File: config.mk
export PLATFORM = sky130hd
export DESIGN_NAME = uart_tx_ring_chunked
export DESIGN_NICKNAME = d
export VERILOG_FILES = /design/src/rtl/utrc_pkg.sv /design/src/rtl/uart_tx_ring_chunked.sv /design/src/rtl/utrc_mem.sv /design/src/rtl/utrc_ctrl.sv
export SDC_FILE = /design/constraint.sdc
export NUM_CORES = 1
export LEC_CHECK = 0
export ABC_AREA = 1
export BUFFER_PORTS_ARGS = -buffer_cell sky130_fd_sc_hd__buf_2
export CAP_MARGIN = 30
export CORE_UTILIZATION = 55
export DETAILED_ROUTE_END_ITERATION = 12
export GPL_TIMING_DRIVEN = 0
export PLACE_DENSITY = 0.79
export SYNTH_ARGS = -nofsm -noshare
export SYNTH_HDL_FRONTEND = slang
export SYNTH_SLANG_ARGS = --single-unit
File: constraint.sdc
create_clock -name clk -period 4.7 [get_ports clk]
set_input_delay 0.47 -clock clk [delete_from_list [all_inputs] [get_ports clk]]
set_output_delay 0.47 -clock clk [all_outputs]
set_load 0.01 [all_outputs]
File: src/rtl/utrc_pkg.sv
// Shared types and constants for the chunked transmit ring.
package utrc_pkg;

  // Widest ring index the block supports (65536 entries)
  localparam int unsigned MAX_IDX_W = 16;

  // Request operation codes
  typedef enum logic [1:0] {
    OP_OFFER = 2'd0,
    OP_KICK  = 2'd1,
    OP_DONE  = 2'd2
  } op_t;

  // Ring memory write request from the pointer logic
  typedef struct packed {
    logic                 we;
    logic [MAX_IDX_W-1:0] addr;
    logic [7:0]           data;
  } ring_wr_t;

endpackage

File: src/rtl/uart_tx_ring_chunked.sv
// Transmit ring for one serial port: message intake and burst descriptors.
//
// Requests enter on start when busy is low; busy is always low, so one
// request may be taken every clock cycle. Each request gives exactly one
// result on the out_ ports in the cycle after it, marked by out_valid for a
// single cycle; the receiver cannot stall it.
// Operation offer queues one message byte: the first byte of a message
// carries the length, and the message is taken only if it is nonzero and
// fits the free space (RING_BYTES - 1 minus bytes in use), else it is
// dropped whole and out_drop_total counts it. Operation kick issues a
// descriptor for the contiguous span from the tail when no burst is in
// flight, the ring holds bytes and the start is not refused; operation
// complete retires it and moves the tail. Throughput is one request per
// cycle, set by the single memory write port and the registered pointers.
// Synchronous reset empties the ring, clears busy state and the drop
// count; the byte memory itself is not cleared and needs no sweep.
module uart_tx_ring_chunked
  import utrc_pkg::*;
#(
  parameter int unsigned RING_BYTES = 256
) (
  input  logic        clk,
  input  logic        rst_n,
  input  logic        start,
  output logic        busy,
  input  logic [1:0]  in_operation,
  input  logic [7:0]  in_data_byte,
  input  logic        in_first_byte,
  input  logic [9:0]  in_message_length,
  input  logic        in_start_refused,
  output logic        out_valid,
  output logic        out_accepted,
  output logic        out_burst_issued,
  output logic [7:0]  out_burst_start,
  output logic [7:0]  out_burst_length,
  output logic [7:0]  out_free_space,
  output logic        out_busy_res,
  output logic [31:0] out_drop_total
);

  ring_wr_t wr_req;
  logic     req_valid;

  // Take a request every cycle
  assign busy      = 1'b0;
  assign req_valid = start && !busy;

  utrc_ctrl #(
    .RING_BYTES(RING_BYTES)
  ) u_ctrl (
    .clk                (clk),
    .rst_n              (rst_n),
    .req_valid          (req_valid),
    .req_operation      (in_operation),
    .req_data_byte      (in_data_byte),
    .req_first_byte     (in_first_byte),
    .req_message_length (in_message_length),
    .req_start_refused  (in_start_refused),
    .wr_req             (wr_req),
    .res_valid          (out_valid),
    .res_accepted       (out_accepted),
    .res_burst_issued   (out_burst_issued),
    .res_burst_start    (out_burst_start),
    .res_burst_length   (out_burst_length),
    .res_free_space     (out_free_space),
    .res_busy           (out_busy_res),
    .res_drop_total     (out_drop_total)
  );

  utrc_mem #(
    .RING_BYTES(RING_BYTES)
  ) u_mem (
    .clk    (clk),
    .wr_req (wr_req)
  );

endmodule

File: src/rtl/utrc_mem.sv
// Byte store of the transmit ring: one synchronous write port.
module utrc_mem
  import utrc_pkg::*;
#(
  parameter int unsigned RING_BYTES = 256
) (
  input  logic     clk,
  input  ring_wr_t wr_req
);

  localparam int unsigned IDX_W = $clog2(RING_BYTES);

  logic [7:0] mem [RING_BYTES];

  // Write the queued byte at the head slot
  always_ff @(posedge clk) begin
    if (wr_req.we) begin
      mem[wr_req.addr[IDX_W-1:0]] <= wr_req.data;
    end
  end

endmodule

File: src/rtl/utrc_ctrl.sv
// Pointer, burst and drop bookkeeping for the transmit ring.
module utrc_ctrl
  import utrc_pkg::*;
#(
  parameter int unsigned RING_BYTES = 256
) (
  input  logic        clk,
  input  logic        rst_n,
  input  logic        req_valid,
  input  logic [1:0]  req_operation,
  input  logic [7:0]  req_data_byte,
  input  logic        req_first_byte,
  input  logic [9:0]  req_message_length,
  input  logic        req_start_refused,
  output ring_wr_t    wr_req,
  output logic        res_valid,
  output logic        res_accepted,
  output logic        res_burst_issued,
  output logic [7:0]  res_burst_start,
  output logic [7:0]  res_burst_length,
  output logic [7:0]  res_free_space,
  output logic        res_busy,
  output logic [31:0] res_drop_total
);

  localparam int unsigned IDX_W = $clog2(RING_BYTES);
  localparam int unsigned CMP_W = ((IDX_W > 10) ? IDX_W : 10) + 1;
  localparam logic [IDX_W:0] RING_W = (IDX_W+1)'(RING_BYTES);
  localparam logic [IDX_W:0] LAST_W = (IDX_W+1)'(RING_BYTES - 1);

  // Pointer state
  logic [IDX_W-1:0] head_r, head_nxt;
  logic [IDX_W-1:0] tail_r, tail_nxt;
  logic [IDX_W-1:0] inflight_r, inflight_nxt;
  logic             busy_r, busy_nxt;
  logic [31:0]      drop_r, drop_nxt;
  logic [9:0]       remain_r, remain_nxt;
  logic             accepting_r, accepting_nxt;

  // Result registers
  logic             valid_r;
  logic             accepted_r, accepted_nxt;
  logic             issued_r, issued_nxt;
  logic [7:0]       bstart_r, bstart_nxt;
  logic [7:0]       blen_r, blen_nxt;
  logic [7:0]       free_r;

  logic [IDX_W:0]   used_cur, free_cur, used_new, free_new, span, tail_sum;
  logic [IDX_W-1:0] head_inc;
  op_t              op;

  assign op = op_t'(req_operation);

  // Free space before and after the request
  always_comb begin
    used_cur = (head_r >= tail_r) ? ({1'b0, head_r} - {1'b0, tail_r})
                                  : ({1'b0, head_r} + RING_W - {1'b0, tail_r});
    free_cur = LAST_W - used_cur;
    used_new = (head_nxt >= tail_nxt) ? ({1'b0, head_nxt} - {1'b0, tail_nxt})
                                      : ({1'b0, head_nxt} + RING_W - {1'b0, tail_nxt});
    free_new = LAST_W - used_new;
  end

  // Next state of the ring for one request
  always_comb begin
    head_nxt      = head_r;
    tail_nxt      = tail_r;
    inflight_nxt  = inflight_r;
    busy_nxt      = busy_r;
    drop_nxt      = drop_r;
    remain_nxt    = remain_r;
    accepting_nxt = accepting_r;
    accepted_nxt  = 1'b0;
    issued_nxt    = 1'b0;
    bstart_nxt    = 8'd0;
    blen_nxt      = 8'd0;
    head_inc      = ({1'b0, head_r} == LAST_W) ? '0 : head_r + 1'b1;
    span          = (head_r > tail_r) ? ({1'b0, head_r} - {1'b0, tail_r})
                                      : (RING_W - {1'b0, tail_r});
    tail_sum      = {1'b0, tail_r} + {1'b0, inflight_r};
    wr_req.we     = 1'b0;
    wr_req.addr   = MAX_IDX_W'(head_r);
    wr_req.data   = req_data_byte;
    if (req_valid) begin
      unique case (op)
        OP_OFFER: begin
          if (req_first_byte) begin
            if (req_message_length == 10'd0 ||
                CMP_W'(req_message_length) > CMP_W'(free_cur)) begin
              // Drop the whole message
              drop_nxt      = drop_r + 32'd1;
              accepting_nxt = 1'b0;
              remain_nxt    = 10'd0;
            end else begin
              wr_req.we     = 1'b1;
              head_nxt      = head_inc;
              accepted_nxt  = 1'b1;
              remain_nxt    = req_message_length - 10'd1;
              accepting_nxt = (req_message_length != 10'd1);
            end
          end else if (accepting_r && remain_r != 10'd0) begin
            wr_req.we     = 1'b1;
            head_nxt      = head_inc;
            accepted_nxt  = 1'b1;
            remain_nxt    = remain_r - 10'd1;
            accepting_nxt = (remain_r != 10'd1);
          end
        end
        OP_KICK: begin
          if (!busy_r && head_r != tail_r) begin
            if (!req_start_refused) begin
              busy_nxt     = 1'b1;
              inflight_nxt = span[IDX_W-1:0];
              issued_nxt   = 1'b1;
              bstart_nxt   = 8'(tail_r);
              blen_nxt     = 8'(span);
            end else begin
              busy_nxt     = 1'b0;
              inflight_nxt = '0;
            end
          end
        end
        OP_DONE: begin
          // Advance the tail past the finished burst
          if (busy_r) begin
            tail_nxt     = (tail_sum >= RING_W) ? IDX_W'(tail_sum - RING_W)
                                                : tail_sum[IDX_W-1:0];
            inflight_nxt = '0;
            busy_nxt     = 1'b0;
          end
        end
        default: begin
        end
      endcase
    end
  end

  // Hold the ring state
  always_ff @(posedge clk) begin
    if (!rst_n) begin
      head_r      <= '0;
      tail_r      <= '0;
      inflight_r  <= '0;
      busy_r      <= 1'b0;
      drop_r      <= 32'd0;
      remain_r    <= 10'd0;
      accepting_r <= 1'b0;
      valid_r     <= 1'b0;
    end else begin
      head_r      <= head_nxt;
      tail_r      <= tail_nxt;
      inflight_r  <= inflight_nxt;
      busy_r      <= busy_nxt;
      drop_r      <= drop_nxt;
      remain_r    <= remain_nxt;
      accepting_r <= accepting_nxt;
      valid_r     <= req_valid;
    end
  end

  // Register the result of each request
  always_ff @(posedge clk) begin
    if (req_valid) begin
      accepted_r <= accepted_nxt;
      issued_r   <= issued_nxt;
      bstart_r   <= bstart_nxt;
      blen_r     <= blen_nxt;
      free_r     <= 8'(free_new);
    end
  end

  assign res_valid        = valid_r;
  assign res_accepted     = accepted_r;
  assign res_burst_issued = issued_r;
  assign res_burst_start  = bstart_r;
  assign res_burst_length = blen_r;
  assign res_free_space   = free_r;
  assign res_busy         = busy_r;
  assign res_drop_total   = drop_r;

  // An accepted byte only comes from an offer request
  a_accept_is_offer: assert property (@(posedge clk) disable iff (!rst_n)
    req_valid && op != OP_OFFER |=> !accepted_r)
    else $error("byte accepted on a non-offer request");

  // An issued burst leaves the ring busy
  a_issue_busy: assert property (@(posedge clk) disable iff (!rst_n)
    valid_r && issued_r |-> busy_r && inflight_r != '0)
    else $error("burst issued without busy state");

  // Idle ring holds no bytes in flight
  a_idle_empty: assert property (@(posedge clk) disable iff (!rst_n)
    !busy_r |-> inflight_r == '0)
    else $error("bytes in flight while idle");

  // Pointers stay inside the ring
  a_ptr_range: assert property (@(posedge clk) disable iff (!rst_n)
    {1'b0, head_r} <= LAST_W && {1'b0, tail_r} <= LAST_W)
    else $error("ring pointer out of range");

  // Head only moves on an accepted byte
  a_head_step: assert property (@(posedge clk) disable iff (!rst_n)
    head_r != $past(head_r) && $past(rst_n) |-> valid_r && accepted_r)
    else $error("head moved without an accepted byte");

endmodule

* Word level (Yosys, flattened, before mapping)
Index checks and enable logic that the tools add are counted.
** Word-level totals
- Register bits :: 95
- Input port bits :: 25
- Word-level logic and storage cells :: 87
** Operators by class
- $add $sub $neg :: 15
- Order comparisons :: 5
- Equality and inequality tests :: 8
- Muxes and demuxes :: 29
- Bitwise gates (word level) :: 2
- Reductions and logical operators :: 15
** Operator list (count)
- 8-bit 2-to-1 mux :: 15
- 32-bit by 1-bit adder with 32-bit output (second input constant) :: 1
- 10-bit 2-to-1 mux :: 3
- 10-bit by 1-bit != test with 1-bit output (second input constant) :: 2
- 10-bit by 1-bit subtractor with 10-bit output (second input constant) :: 2
- 8-bit by 1-bit adder with 8-bit output (second input constant) :: 2
- 8-bit greater-or-equal comparator :: 2
- 8-bit one-hot mux with 2 select lines :: 1
- 8-bit subtractor :: 2
- 10-bit by 9-bit > comparator with 1-bit output :: 1
- 10-bit logical NOT :: 1
- 10-bit nonzero test :: 1
- 8-bit by 8-bit adder with 9-bit output :: 1
- 8-bit by 9-bit adder with 9-bit output (second input constant) :: 1
- 9-bit greater-or-equal comparator (second input constant) :: 1
- 9-bit 2-to-1 mux :: 1
- 8-bit by 8-bit subtractor with 9-bit output :: 1
- 8-bit by 9-bit subtractor with 9-bit output (first input constant) :: 1
- 9-bit by 8-bit subtractor with 9-bit output :: 1
- 8-bit equality test (second input constant) :: 1
- 8-bit > comparator :: 1
- 1-bit 2-to-1 mux :: 8
- 8-bit != test :: 1
- 4-bit AND reduction :: 2
- 16 further kinds :: 21

* Depth between registers and ports, before layout
- Depth in word-level cells :: 14
- Gate-level depth with buffers :: 30
- Mapped depth without buffers :: 30

* By module
From an unflattened synthesis, not the netlist that was laid out.
** Unflattened totals
- Cells, all modules :: 919
- Area total of the unflattened synthesis :: 6556.3 µm²
** By module, submodules not included
- utrc_ctrl :: times used 1, cells each 917, area an instance 6545.0 µm²
- uart_tx_ring_chunked :: times used 1, cells each 2, area an instance 11.3 µm²

* Least setup slack after synthesis
No wires, ideal clock.
- Kind :: register to register
- Start point :: reg u_ctrl.head_r[0]
- End point :: reg u_ctrl.free_r[6] (netlist: u_ctrl.res_free_space[6]) (data pin)
- Library setup time :: 0.262 ns
- Arrival :: 3.824 ns
- Data required time :: 4.438 ns
- Slack :: 0.614 ns
- Stages on the path, launching flop included :: 31
- Buffers on the path :: 0
- Path through :: dfxtp_1 inv_1 ha_1 inv_1 fa_1 nand3_1 nand2_1 nand2_1 nand2_1 or2_2 nand2_1 inv_1 ha_1 nand2_1 nor2_2 nand3_1 nand3_1 nand2_1 nand2_4 nand2_2 nand2_4 nand2_1 nand2_1 inv_1 ha_1 fa_1 o21ai_0 nand2_1 nand2_1 a21oi_1 xor2_1
** On the way
- Longest elaborated chain between the ends :: 14
- Elaborated cells on any way between the ends :: 22
- Classes of those cells :: add/sub: 9; order compare: 3; eq/ne: 1; mux: 8; reduce/logical: 1
** Ends and longest elaborated chain
- from (decl) :: line utrc_ctrl.sv:32 : logic [IDX_W-1:0] head_r, head_nxt;
- from (signal assigned) :: line utrc_ctrl.sv:150 : head_r <= head_nxt;
- 8-bit by 9-bit adder with 9-bit output :: line utrc_ctrl.sv:57 : : ({1'b0, head_r} + RING_W - {1'b0, tail_r});
- 9-bit by 8-bit subtractor with 9-bit output :: line utrc_ctrl.sv:57
- 9-bit 2-to-1 mux :: line utrc_ctrl.sv:56 : used_cur = (head_r >= tail_r) ? ({1'b0, head_r} - {1'b0, tail_r})
- 8-bit by 9-bit subtractor with 9-bit output :: line utrc_ctrl.sv:58 : free_cur = LAST_W - used_cur;
- 10-bit by 9-bit > comparator with 1-bit output :: line utrc_ctrl.sv:89 : CMP_W'(req_message_length) > CMP_W'(free_cur)) begin
- 1-bit logical OR :: line utrc_ctrl.sv:88 : if (req_message_length == 10'd0 ||
- 8-bit 2-to-1 mux :: line utrc_ctrl.sv:88
- 8-bit 2-to-1 mux :: line utrc_ctrl.sv:87 : if (req_first_byte) begin
- 8-bit 2-to-1 mux :: line utrc_ctrl.sv:85 : unique case (op)
- 8-bit 2-to-1 mux * :: line utrc_ctrl.sv:84 : if (req_valid) begin
- 8-bit by 1-bit adder with 8-bit output :: line utrc_ctrl.sv:60 : : ({1'b0, head_nxt} + RING_W - {1'b0, tail_nxt});
- 8-bit subtractor :: line utrc_ctrl.sv:60
- 8-bit 2-to-1 mux * :: line utrc_ctrl.sv:59 : used_new = (head_nxt >= tail_nxt) ? ({1'b0, head_nxt} - {1'b0, tail_nxt})
- 8-bit subtractor * :: line utrc_ctrl.sv:61 : free_new = LAST_W - used_new;
- via u_ctrl.free_new[6] :: line utrc_ctrl.sv:48 : logic [IDX_W:0] used_cur, free_cur, used_new, free_new, span, tail_sum;
- to (signal assigned) :: line utrc_ctrl.sv:168 : free_r <= 8'(free_new);
- to (decl) :: line utrc_ctrl.sv:46 : logic [7:0] free_r;
The timed path passes the listed nets; every way through them passes the cells marked *.
A chain may end at the register's enable or synchronous reset.

* Final worst setup path
- Start point :: reg u_ctrl.tail_r[6]
- End point :: reg u_ctrl.free_r[6] (netlist: u_ctrl.res_free_space[6]) (data pin)
** On the way
- Longest elaborated chain between the ends :: 13
- Elaborated cells on any way between the ends :: 24
- Classes of those cells :: add/sub: 9; order compare: 4; mux: 10; reduce/logical: 1
** Ends and longest elaborated chain
- from (decl) :: line utrc_ctrl.sv:33 : logic [IDX_W-1:0] tail_r, tail_nxt;
- from (signal assigned) :: line utrc_ctrl.sv:151 : tail_r <= tail_nxt;
- 9-bit by 8-bit subtractor with 9-bit output (tied with other cells) :: line utrc_ctrl.sv:57
- 9-bit 2-to-1 mux :: line utrc_ctrl.sv:56
- 8-bit by 9-bit subtractor with 9-bit output :: line utrc_ctrl.sv:58
- 10-bit by 9-bit > comparator with 1-bit output :: line utrc_ctrl.sv:89
- 1-bit logical OR :: line utrc_ctrl.sv:88
- 8-bit 2-to-1 mux :: line utrc_ctrl.sv:88
- 8-bit 2-to-1 mux :: line utrc_ctrl.sv:87
- 8-bit 2-to-1 mux :: line utrc_ctrl.sv:85
- 8-bit 2-to-1 mux :: line utrc_ctrl.sv:84
- 8-bit by 1-bit adder with 8-bit output :: line utrc_ctrl.sv:60
- 8-bit subtractor :: line utrc_ctrl.sv:60
- 8-bit 2-to-1 mux * :: line utrc_ctrl.sv:59
- 8-bit subtractor * :: line utrc_ctrl.sv:61
- via u_ctrl.free_new[6] :: line utrc_ctrl.sv:48
Marks and branches as above.

==> out/results.ini <==
[detailed_routing]
vias_per_cell = 5.32
via_count = 5949
avgRoutedWirePerCell_um = 14.0
firstDrtPassIters = 5
wirelength_mm = 15.7
drtIter0Drc = 417
route.detailed.drc = 0
postRouteAntennaNets = 0

[clock_network]
cts_tree = yes
htreeDepth = 3
postCtsHoldBufs = 0
cts_buffers = 9
cts_sinks = 95
insertion_delay_ns = 0.35
clkTransAtPathRegs_ns = 0.07
ctsRootBufferMaster = clkbuf_16
cts_setup_buffers = 0
clockBufferDepth = 2

[timing]
min_period_over_period_pct = 92.9
relSlewSlack_pct = 53.2
fin_crit_ns = 4.37
worst_pin_slew_ns = 0.702
rsz0062_at_grt = false
finalSetupViolCount = 0
maxSlewViolCount = 0
fin_skew_ns = 0.00527
fin_setup_tns_ns = 0
finalHoldViolCount = 0
fmax_mhz = 229

[yosys]
yosys_register_bits = 95
syn_inst = 887
yosys.area_share.xor_xnor_pct = 7.33
async_flop_share_pct = 0
post_synth_and_or_nand_nor_area_fraction_pct = 30.9
avgSynthCellArea_um2 = 7.14
synth_area_mm2 = 0.00634
synth_compound_area_share_pct = 11.2
synth_edf_count = 26
yosysWarnings = 0
synth_flop_cell = dfxtp_1
synthDistinctLibCells = 44
synthAdderAreaFrac_pct = 9.24
synth.net_count = 957
seq_area_frac_synth_pct = 34.1
synth.area.mux_share_pct = 0
synth_top_family_by_area = simple AND/OR/NAND/NOR gates

[job]
maxCapViolCount = 0

[die]
die_y_um = 109
num_io_pins = 86
initial_core_util_pct = 57.4
row_count = 38
core-area_mm2 = 0.0110
die_area_mm2 = 0.0120
die_w_um = 109

[grt]
grt_max_degree = 32
grt_pass1_vias = 5469
antenna_found_initial = 0
grt.met3_usage_pct = 2.96
grt_usage_pct = 27.8
grt_remaining_overflow = 0
grt_busiest_layer = met2
met2_usage_pct = 48.1
grt_use_met1_pct = 35.8
grt_pass1_wl_mm = 25.7

[power]
leakage_nw = 3.22
peakVddDrop_v = 0.000196
power_per_cell_area_mw_per_mm2 = 258

[critical_path]
worstPathArrival_ns = 4.46
worstSetupPathType = reg -> reg
cp_top_family = simple AND/OR/NAND/NOR gates
critPathMostFrequentCell = nand2_1
critPathBufInv = 3
cpPeakStageDelay_ns = 0.38
worstPathMaxFanout = 7
worst_setup_path_end_kind = flip-flop
crit_required_ns = 4.80
cp-start-kind = flip-flop
cpMaxStageDelayCell = ha_1

[cells_and_area]
mostFrequentLayoutCell = nand2_1
diodes = 0
fin_nets = 1044
fin_area_mm2 = 0.00723
drive_gt1_share_pct = 15.2
final_cell_mix = nand2_1, nor2_1, a21oi_1, inv_1, buf_2
fill_cells = 1026
areaGrowthSynthToFinish_pct = 14.1

[outcome]
status = completed

[placed_design]
dpl_cell_area_mm2 = 0.00689
io_buffers = 76
gp_congestion = 0.944
hpwl_mm = 12.5

[min_path]
hold_path_class = in -> reg

logic make-up (layout without fill, tap and decap cells):
kind of cell,Yosys count,after routing
other cells,1,1
xor+xnor,53,53
simple gates,452,452
buf+inv,108,200
flops,95,95
fa+ha+maj,45,45
compound gates,133,133
repair_timing:
item	in CTS	in global routing
resized for setup	0	12
endpoints found under the hold margin	0	0
setup endpoints to repair	0	5
layer usage:
layer / part of all wire, % / up-vias
met5: 0 / -
met4: 2.3 / 0
met3: 4.5 / 25
met2: 49 / 145
met1: 45 / 2712
li1: - / 3067
path summary, 6_finish.rpt:
path	start	depth (start not counted)	to	slack, ns
worst max register to register	u_ctrl.tail_r[6]$_SDFF_PN0_	27	u_ctrl.res_free_space[6]$_DFFE_PP_	0.33
worst max-delay path	u_ctrl.tail_r[6]$_SDFF_PN0_	27	u_ctrl.res_free_space[6]$_DFFE_PP_	0.33
worst min-delay path	rst_n	3	u_ctrl.remain_r[0]$_SDFFE_PN0P_	0.42
worst min register to register	u_ctrl.inflight_r[6]$_SDFFE_PN0P_	2	u_ctrl.inflight_r[6]$_SDFFE_PN0P_	0.48
through the flow:
step | power [mW] | utilization [%] | hold WS (ns) | instances | setup WS, ns
2_1_floorplan | 1.04 | - | 0.450 | 887 | 0.614
6_report | 1.86 | 65.5 | 0.420 | 1119 | 0.334
4_1_cts | 1.87 | 65.3 | 0.410 | 1119 | 0.00486
5_1_grt | 1.93 | 65.5 | 0.428 | 1119 | 0.0104
3_3_place_gp | 1.10 | 62.5 | 0.467 | 1103 | 0.136
3_5_place_dp | 1.10 | 62.5 | 0.468 | 1103 | 0.0351
flip-flops by register name, indices dropped and copies added, names as in the netlist:
name,cells
u_ctrl.accepting_r,1
u_ctrl.res_free_space,8
u_ctrl.head_r,8
u_ctrl.remain_r,10
u_ctrl.res_burst_issued,1
u_ctrl.res_busy,1
u_ctrl.inflight_r,8
u_ctrl.tail_r,8
u_ctrl.res_accepted,1
u_ctrl.res_burst_length,8
u_ctrl.res_valid,1
u_ctrl.res_burst_start,8
u_ctrl.res_drop_total,32
power by group:
group / internal (mW) / switching (mW) / total, mW
sequential: 0.858 / 0.0100 / 0.868
clock: 0.425 / 0.349 / 0.774
combinational: 0.0765 / 0.145 / 0.221
cell type report:
type / count / area, um^2 / area share (%)
clock inverter: 7 / 86.3 / 1.19
tap: 140 / 175 / 2.42
buffer: 19 / 115 / 1.59
timing repair buffer: 76 / 380 / 5.26
clock buffer: 9 / 225 / 3.12
multi-input combinational: 684 / 3740 / 51.8
inverter: 89 / 334 / 4.62
sequential: 95 / 2170 / 30.0
Yosys cell counts (2+ instances only):
library cell	count	area (um^2)
nor2_2	10	62.6
inv_1	83	312
a21oi_1	92	460
nand3_2	3	30.0
a31oi_1	2	12.5
nor3_1	14	70.1
buf_2	5	25.0
dfxtp_1	69	1380
nor2_1	97	364
o21a_1	2	15.0
edfxtp_1	26	781
xor2_1	34	298
a211oi_1	2	15.0
buf_1	2	7.51
o21ai_0	26	130
buf_4	2	15.0
ha_1	42	526
nand2_1	249	935
o211ai_1	2	15.0
inv_2	4	15.0
xnor2_1	19	166
o21ai_2	2	17.5
nor3b_1	2	15.0
nor4_1	3	18.8
nand3b_1	5	37.5
fa_1	3	60.1
clkinv_1	2	7.51
clkbuf_1	6	22.5
or2_2	5	31.3
nand4_1	19	119
nand2_2	6	37.5
nand3_1	32	160
nand2_4	3	33.8
buf_6	4	45.0
worst min-delay path: cells and delay by family:
family | cells | cell delay (ns)
buf+inv | 1 | 0.13
compound gates | 2 | 0.12
Power figures use the tool's default switching activity.
